File: config.mk
export PLATFORM = sky130hd
export DESIGN_NAME = rc4sc_ctrl
export DESIGN_NICKNAME = d
export VERILOG_FILES = /design/src/sv/rc4sc_pkg.sv /design/src/sv/rc4sc_ctrl.sv
export SDC_FILE = /design/constraint.sdc
export NUM_CORES = 1
export LEC_CHECK = 0
export BUFFER_PORTS_ARGS = -buffer_cell sky130_fd_sc_hd__buf_2
export CAP_MARGIN = 10
export CORE_AREA = 10 10 47 49
export CTS_CLUSTER_DIAMETER = 30
export CTS_CLUSTER_SIZE = 24
export DETAILED_ROUTE_END_ITERATION = 7
export DIE_AREA = 0 0 57 59
export PLACE_DENSITY_LB_ADDON = 0.08
export SLEW_MARGIN = 15
export SYNTH_ARGS = -nofsm -noshare
export SYNTH_HDL_FRONTEND = slang
export SYNTH_SLANG_ARGS = --single-unit
File: constraint.sdc
create_clock -name aclk -period 1.7 [get_ports aclk]
set_clock_uncertainty 0.2 [all_clocks]
set_input_delay 0.17 -clock aclk [delete_from_list [all_inputs] [get_ports aclk]]
set_output_delay 0.17 -clock aclk [all_outputs]
set_load 0.005 [all_outputs]
File: src/sv/rc4sc_pkg.sv
package rc4sc_pkg;

    // Permutation geometry, fixed by the cipher
    localparam int PERM_AW    = 8;
    localparam int PERM_DEPTH = 256;

    // Default key store depth
    localparam int DEFAULT_MAX_KEY_BYTES = 256;

    typedef logic [PERM_AW-1:0] byte_t;

    // Controller states
    typedef enum logic [3:0] {
        ST_IDLE,
        ST_D_FETCH_K,
        ST_D_FETCH_B,
        ST_D_RESOLVE,
        ST_K_CLEAR,
        ST_K_READ,
        ST_K_MIX,
        ST_K_SWAP,
        ST_K_WB
    } state_t;

    // Commands from controller to datapath
    typedef struct packed {
        logic data_start;   // data item taken: step i, read S[i+1]
        logic key_store;    // key item taken: store byte if room
        logic fetch_k;      // take a, step k, read S[k]
        logic fetch_b;      // take b, write S[i]=b, read S[a+b]
        logic resolve;      // write S[k]=a, load result
        logic sched_clear;  // drop permutation to identity, clear loop
        logic sched_read;   // read S[n] and key byte
        logic sched_mix;    // update mix, read S[mix]
        logic sched_swap;   // write S[n]=S[mix]
        logic sched_wb;     // write S[mix]=S[n], advance n, read next
    } cmd_t;

    // Status from datapath to controller
    typedef struct packed {
        logic out_free;     // result register can take a new item
        logic n_last;       // schedule is on its final entry
    } status_t;

endpackage

File: src/sv/rc4sc_ctrl.sv
module rc4sc_ctrl (
    input  logic                  aclk,
    input  logic                  aresetn,
    input  logic                  s_valid,
    input  logic                  s_action,
    input  logic                  s_key_last,
    output logic                  s_ready,
    input  rc4sc_pkg::status_t    status,
    output rc4sc_pkg::cmd_t       cmd
);

    rc4sc_pkg::state_t state_reg;
    rc4sc_pkg::state_t state_next;
    logic              open;

    always_ff @(posedge aclk) begin
        if (!aresetn) begin
            state_reg <= rc4sc_pkg::ST_IDLE;
        end else begin
            state_reg <= state_next;
        end
    end

    always_comb begin
        state_next = state_reg;
        cmd        = '0;
        open       = 1'b0;
        unique case (state_reg)
            rc4sc_pkg::ST_IDLE: begin
                open = 1'b1;
            end
            rc4sc_pkg::ST_D_FETCH_K: begin
                cmd.fetch_k = 1'b1;
                state_next  = rc4sc_pkg::ST_D_FETCH_B;
            end
            rc4sc_pkg::ST_D_FETCH_B: begin
                cmd.fetch_b = 1'b1;
                state_next  = rc4sc_pkg::ST_D_RESOLVE;
            end
            rc4sc_pkg::ST_D_RESOLVE: begin
                // hold until the result register is free
                if (status.out_free) begin
                    cmd.resolve = 1'b1;
                    open        = 1'b1;
                    state_next  = rc4sc_pkg::ST_IDLE;
                end
            end
            rc4sc_pkg::ST_K_CLEAR: begin
                cmd.sched_clear = 1'b1;
                state_next      = rc4sc_pkg::ST_K_READ;
            end
            rc4sc_pkg::ST_K_READ: begin
                cmd.sched_read = 1'b1;
                state_next     = rc4sc_pkg::ST_K_MIX;
            end
            rc4sc_pkg::ST_K_MIX: begin
                cmd.sched_mix = 1'b1;
                state_next    = rc4sc_pkg::ST_K_SWAP;
            end
            rc4sc_pkg::ST_K_SWAP: begin
                cmd.sched_swap = 1'b1;
                state_next     = rc4sc_pkg::ST_K_WB;
            end
            rc4sc_pkg::ST_K_WB: begin
                cmd.sched_wb = 1'b1;
                state_next   = status.n_last ? rc4sc_pkg::ST_IDLE : rc4sc_pkg::ST_K_MIX;
            end
            default: begin
                state_next = rc4sc_pkg::ST_IDLE;
            end
        endcase

        // Take the next item when the block is open
        s_ready = open;
        if (open && s_valid) begin
            if (s_action) begin
                cmd.data_start = 1'b1;
                state_next     = rc4sc_pkg::ST_D_FETCH_K;
            end else begin
                cmd.key_store = 1'b1;
                state_next    = s_key_last ? rc4sc_pkg::ST_K_CLEAR : rc4sc_pkg::ST_IDLE;
            end
        end
    end

endmodule

======== Word level (Yosys, flattened, before mapping) ========
Index checks and enable logic that the tools add are counted.
storage, ports and cells
  register bits ........................... 4
  output and inout port bits .............. 11
  word-level logic and storage cells ...... 33
operators by class
  equality and inequality tests ........... 10
  muxes and demuxes ....................... 19
  reduce and logical (&&, ||, !) cells .... 3
operators by type and width
  cell                  count
  $pmux W4 S9           1
  $eq A4 B3 Y1 const B  4
  $mux W1               11
  $mux W3               3
  $eq A4 B2 Y1 const B  2
  $mux W4               2
  $eq A4 B1 Y1 const B  1
  $eq A4 B4 Y1 const B  1
  $logic_not A4 Y1      1
  $ne A3 B3 Y1 const B  1
  $mux W2               1
  $ne A2 B2 Y1 const B  1
  $pmux W1 S2           1
  $reduce_and A2 Y1     1
  $logic_and A1 B1 Y1   1

======== Longest topological paths before layout ========
  depth in word-level cells ............... 5
  mapped depth ............................ 3
  gate-level depth less buffers ........... 3

======== Worst setup path after synthesis ========
OpenSTA, ideal clock, no wires.
  path type ............................... reg-to-reg
  from .................................... reg state_reg[0]
  to ...................................... reg state_reg[2]
  data arrival time ....................... 1.143 ns
  data required time ...................... 1.414 ns
  slack ................................... 0.271 ns
  stages on the path, launching flop included .. 4
  path buffers ............................ 0
  clock period less this slack ............ 1.429 ns
  cell sequence ........................... dfxtp_1 or2_4 o32a_1 a221oi_2
between the ends
  word-level cells in the longest chain between the ends .. 5
  elaborated cells on any way between the ends .. 16
RTL lines
  element                                                 RTL line          RTL
  start: declaration                                      rc4sc_ctrl.sv:12  rc4sc_pkg::state_t state_reg;
  start signal: assignment                                rc4sc_ctrl.sv:18  state_reg <= rc4sc_pkg::ST_IDLE;
  start signal: assignment                                rc4sc_ctrl.sv:20  state_reg <= state_next;
  $eq A4 B2 Y1 or $logic_not A4 Y1 (tied branches)        rc4sc_ctrl.sv:28  unique case (state_reg)
  $pmux W1 S2                                             rc4sc_ctrl.sv:28
  $logic_and A1 B1 Y1                                     rc4sc_ctrl.sv:75  if (open && s_valid) begin
  $ne A3 B3 Y1 (no line) or $ne A2 B2 Y1 (tied branches)  -
  $reduce_and A2 Y1 (no line)                             -
Several ways; a longest one is shown, not always the timed one.
A chain may end at the register's enable or synchronous reset.

==> results_dict.tcl <==
set metrics [dict create \
    relSlewSlack 0.815 \
    p_int_uw 269 \
    worst_slew_pin_slew_ns 0.274 \
    worst_path_max_delay_cell "dfxtp_4" \
    drive_gt1_frac 0.435 \
    start_kind "register" \
    setup_viol 0 \
    cp.arrival_ns 1.26 \
    core-area_um2 1400 \
    syn_area_um2 308 \
    synth_edf_count 0 \
    ys.flop_type "dfxtp_1" \
    path_buf_inv 1 \
    ys_seq_area_frac 0.260 \
    die_area_um2 3360 \
    cts_tree "yes" \
    r2r_end "state_reg[2]$_SDFFE_PN0P_" \
    grt_usage 0.0653 \
    hold_depth 2 \
    r2r_slack_ns 0.23 \
    holdPathEnd "state_reg[0]$_SDFFE_PN0P_" \
    powerDensity_nw_per_um2 891 \
    critPathMostFrequentCell "and3_1" \
    slowest_delay_ns 0.36 \
    synth_seq_cells 4 \
    cts_root_buf "clkbuf_4" \
    clk_pin_slew_ns 0.04 \
    place_hpwl_um 886 \
    ir_worst_vdd_mv 0.372 \
    switching_power_uw 141 \
    timing.rr.start "state_reg[0]$_SDFFE_PN0P_" \
    antenna_cells 0 \
    largest_register_ffs 4 \
    mostFrequentLayoutCells "buf_2, nor2_1, nor3_1" \
    utilization 0.329 \
    hold_class "in2reg" \
    wl_um 1100 \
    grt_pass1_wl_um 1730 \
    seqPwrFrac 0.321 \
    syn-instance-count 40 \
    post-cts-setup-buffers 0 \
    clkSinkCount 4 \
    crit_family "flip-flops" \
    cp_max_fo 8 \
    ys_types 22 \
    num_rows 14 \
    cts_max_level 1 \
    path_cells "and3_1 > o21a_1 > and3_1 > buf_2" \
    rsz0062_at_grt "false" \
    io_buffer_count 17 \
    max_freq_mhz 615 \
    clkPwrFrac 0.299 \
    drc_errors 0 \
    hp-start "s_action" \
    cts_buffers 3 \
    globalplace.congestion 0.758 \
    worst-setup-path-type "reg2out" \
    rr_worst_depth 3 \
    vias 395 \
    clock_latency_ns 0.24 \
    max-clock-path-buffers 2 \
    cp.required_ns 1.33 \
    firstDrtPassIters 4 \
    nets 71 \
    layout_commonest_cell "buf_2" \
    status "finished, final reports clean" \
    start_util 0.220 \
    ys_warn_count 0 \
    grt_pass1_vias 405 \
    die_h_um 59 \
    grt_overflow 0 \
    finalSetupTns_ns 0 \
    hold_viol 0 \
    pwr-share-comb 0.380 \
    die_w_um 57 \
    drtIter0Drc 3 \
    min_period_over_period 0.956 \
    cp-end-kind "primary output" \
    antenna_found_initial 0 \
    grt_max_degree 10 \
    cap_viol_max_count 0 \
    synth_area_per_cell_um2 7.69 \
    p_sw_frac 0.344 \
    ios 18 \
    viasPerCell 5.06 \
    synthArstFlopShare 0 \
    ant_nets 0 \
    slew_violations 0 \
    fin_crit_ns 1.63 \
    synthToLayoutAreaGrowth_pct 49.6 \
    wire_per_inst_um 14.1 \
    p_leak_uw 0.000226 \
    synth_fp_nets 47 \
]
cells in the mapped netlist, types with 2 or more instances:
library cell / n / area, µm²
nor2_1: 8 / 30.0
dfxtp_1: 4 / 80.1
nor3_1: 4 / 20.0
and3_1: 3 / 18.8
nand2b_1: 3 / 18.8
nor4b_1: 2 / 17.5
metrics by stage:
step | instances | cell area (µm²) | power (µW) | hold slack [ns] | setup slack, ns
floorplan | 40 | 308 | 222 | 0.0979 | 0.271
global placement | 74 | 420 | 283 | 0.241 | 0.230
detailed placement | 74 | 420 | 283 | 0.234 | 0.224
CTS | 78 | 454 | 414 | 0.0178 | 0.00527
global route | 78 | 460 | 436 | 0.0318 | 0.00360
finish | 78 | 460 | 410 | 0.0181 | 0.0741
layout make-up:
type                       instances  area [µm²]
clock buffer                       3        22.5
fill                             160         941
inverter                           1        3.75
multi-input combinational         35         226
sequential                         4        85.1
tap                               16        20.0
timing repair buffer              19         103
power groups by stage:
stage	Sequential (µW)	Clock, µW	Combinational [µW]
floorplan	122	0	99.9
global placement	128	0	155
detailed placement	127	0	156
CTS	128	128	158
global route	133	131	172
finish	132	123	156
what timing repair did:
| action | 4_1_cts | 5_1_grt |
|---|---|---|
| endpoints found under the hold margin | 1 | 0 |
| gates cloned | 0 | 0 |
| resized for setup | 1 | 3 |
| pin swaps | 0 | 1 |
| hold buffers | 1 | 0 |
| endpoints found under the setup margin | 2 | 2 |
logic make-up after synthesis:
logic type             share of synthesized area
buffers and inverters                     0.0122
flip-flops                                 0.260
AND/OR/NAND/NOR                            0.480
AO/OA/AOI/OAI                              0.248
metal layers:
layer | global-route usage | part of all wire
met5 | 0 | 0
met4 | 0.0570 | 0.021
met3 | 0.0258 | 0.076
met2 | 0.0806 | 0.38
met1 | 0.0833 | 0.52
worst max-delay path by stage:
stage | cells after the start | endpoint | from | slack, ns
floorplan | 3 | state_reg[2]$_SDFFE_PN0P_ | state_reg[0]$_SDFFE_PN0P_ | 0.27
global placement | 3 | state_reg[2]$_SDFFE_PN0P_ | state_reg[0]$_SDFFE_PN0P_ | 0.23
detailed placement | 3 | state_reg[2]$_SDFFE_PN0P_ | state_reg[0]$_SDFFE_PN0P_ | 0.22
CTS | 4 | cmd[8] | state_reg[0]$_SDFFE_PN0P_ | 0.005
global route | 4 | cmd[9] | state_reg[0]$_SDFFE_PN0P_ | 0.004
finish | 4 | cmd[9] | state_reg[1]$_SDFFE_PN0P_ | 0.07
(Power assumes the default switching activity.)
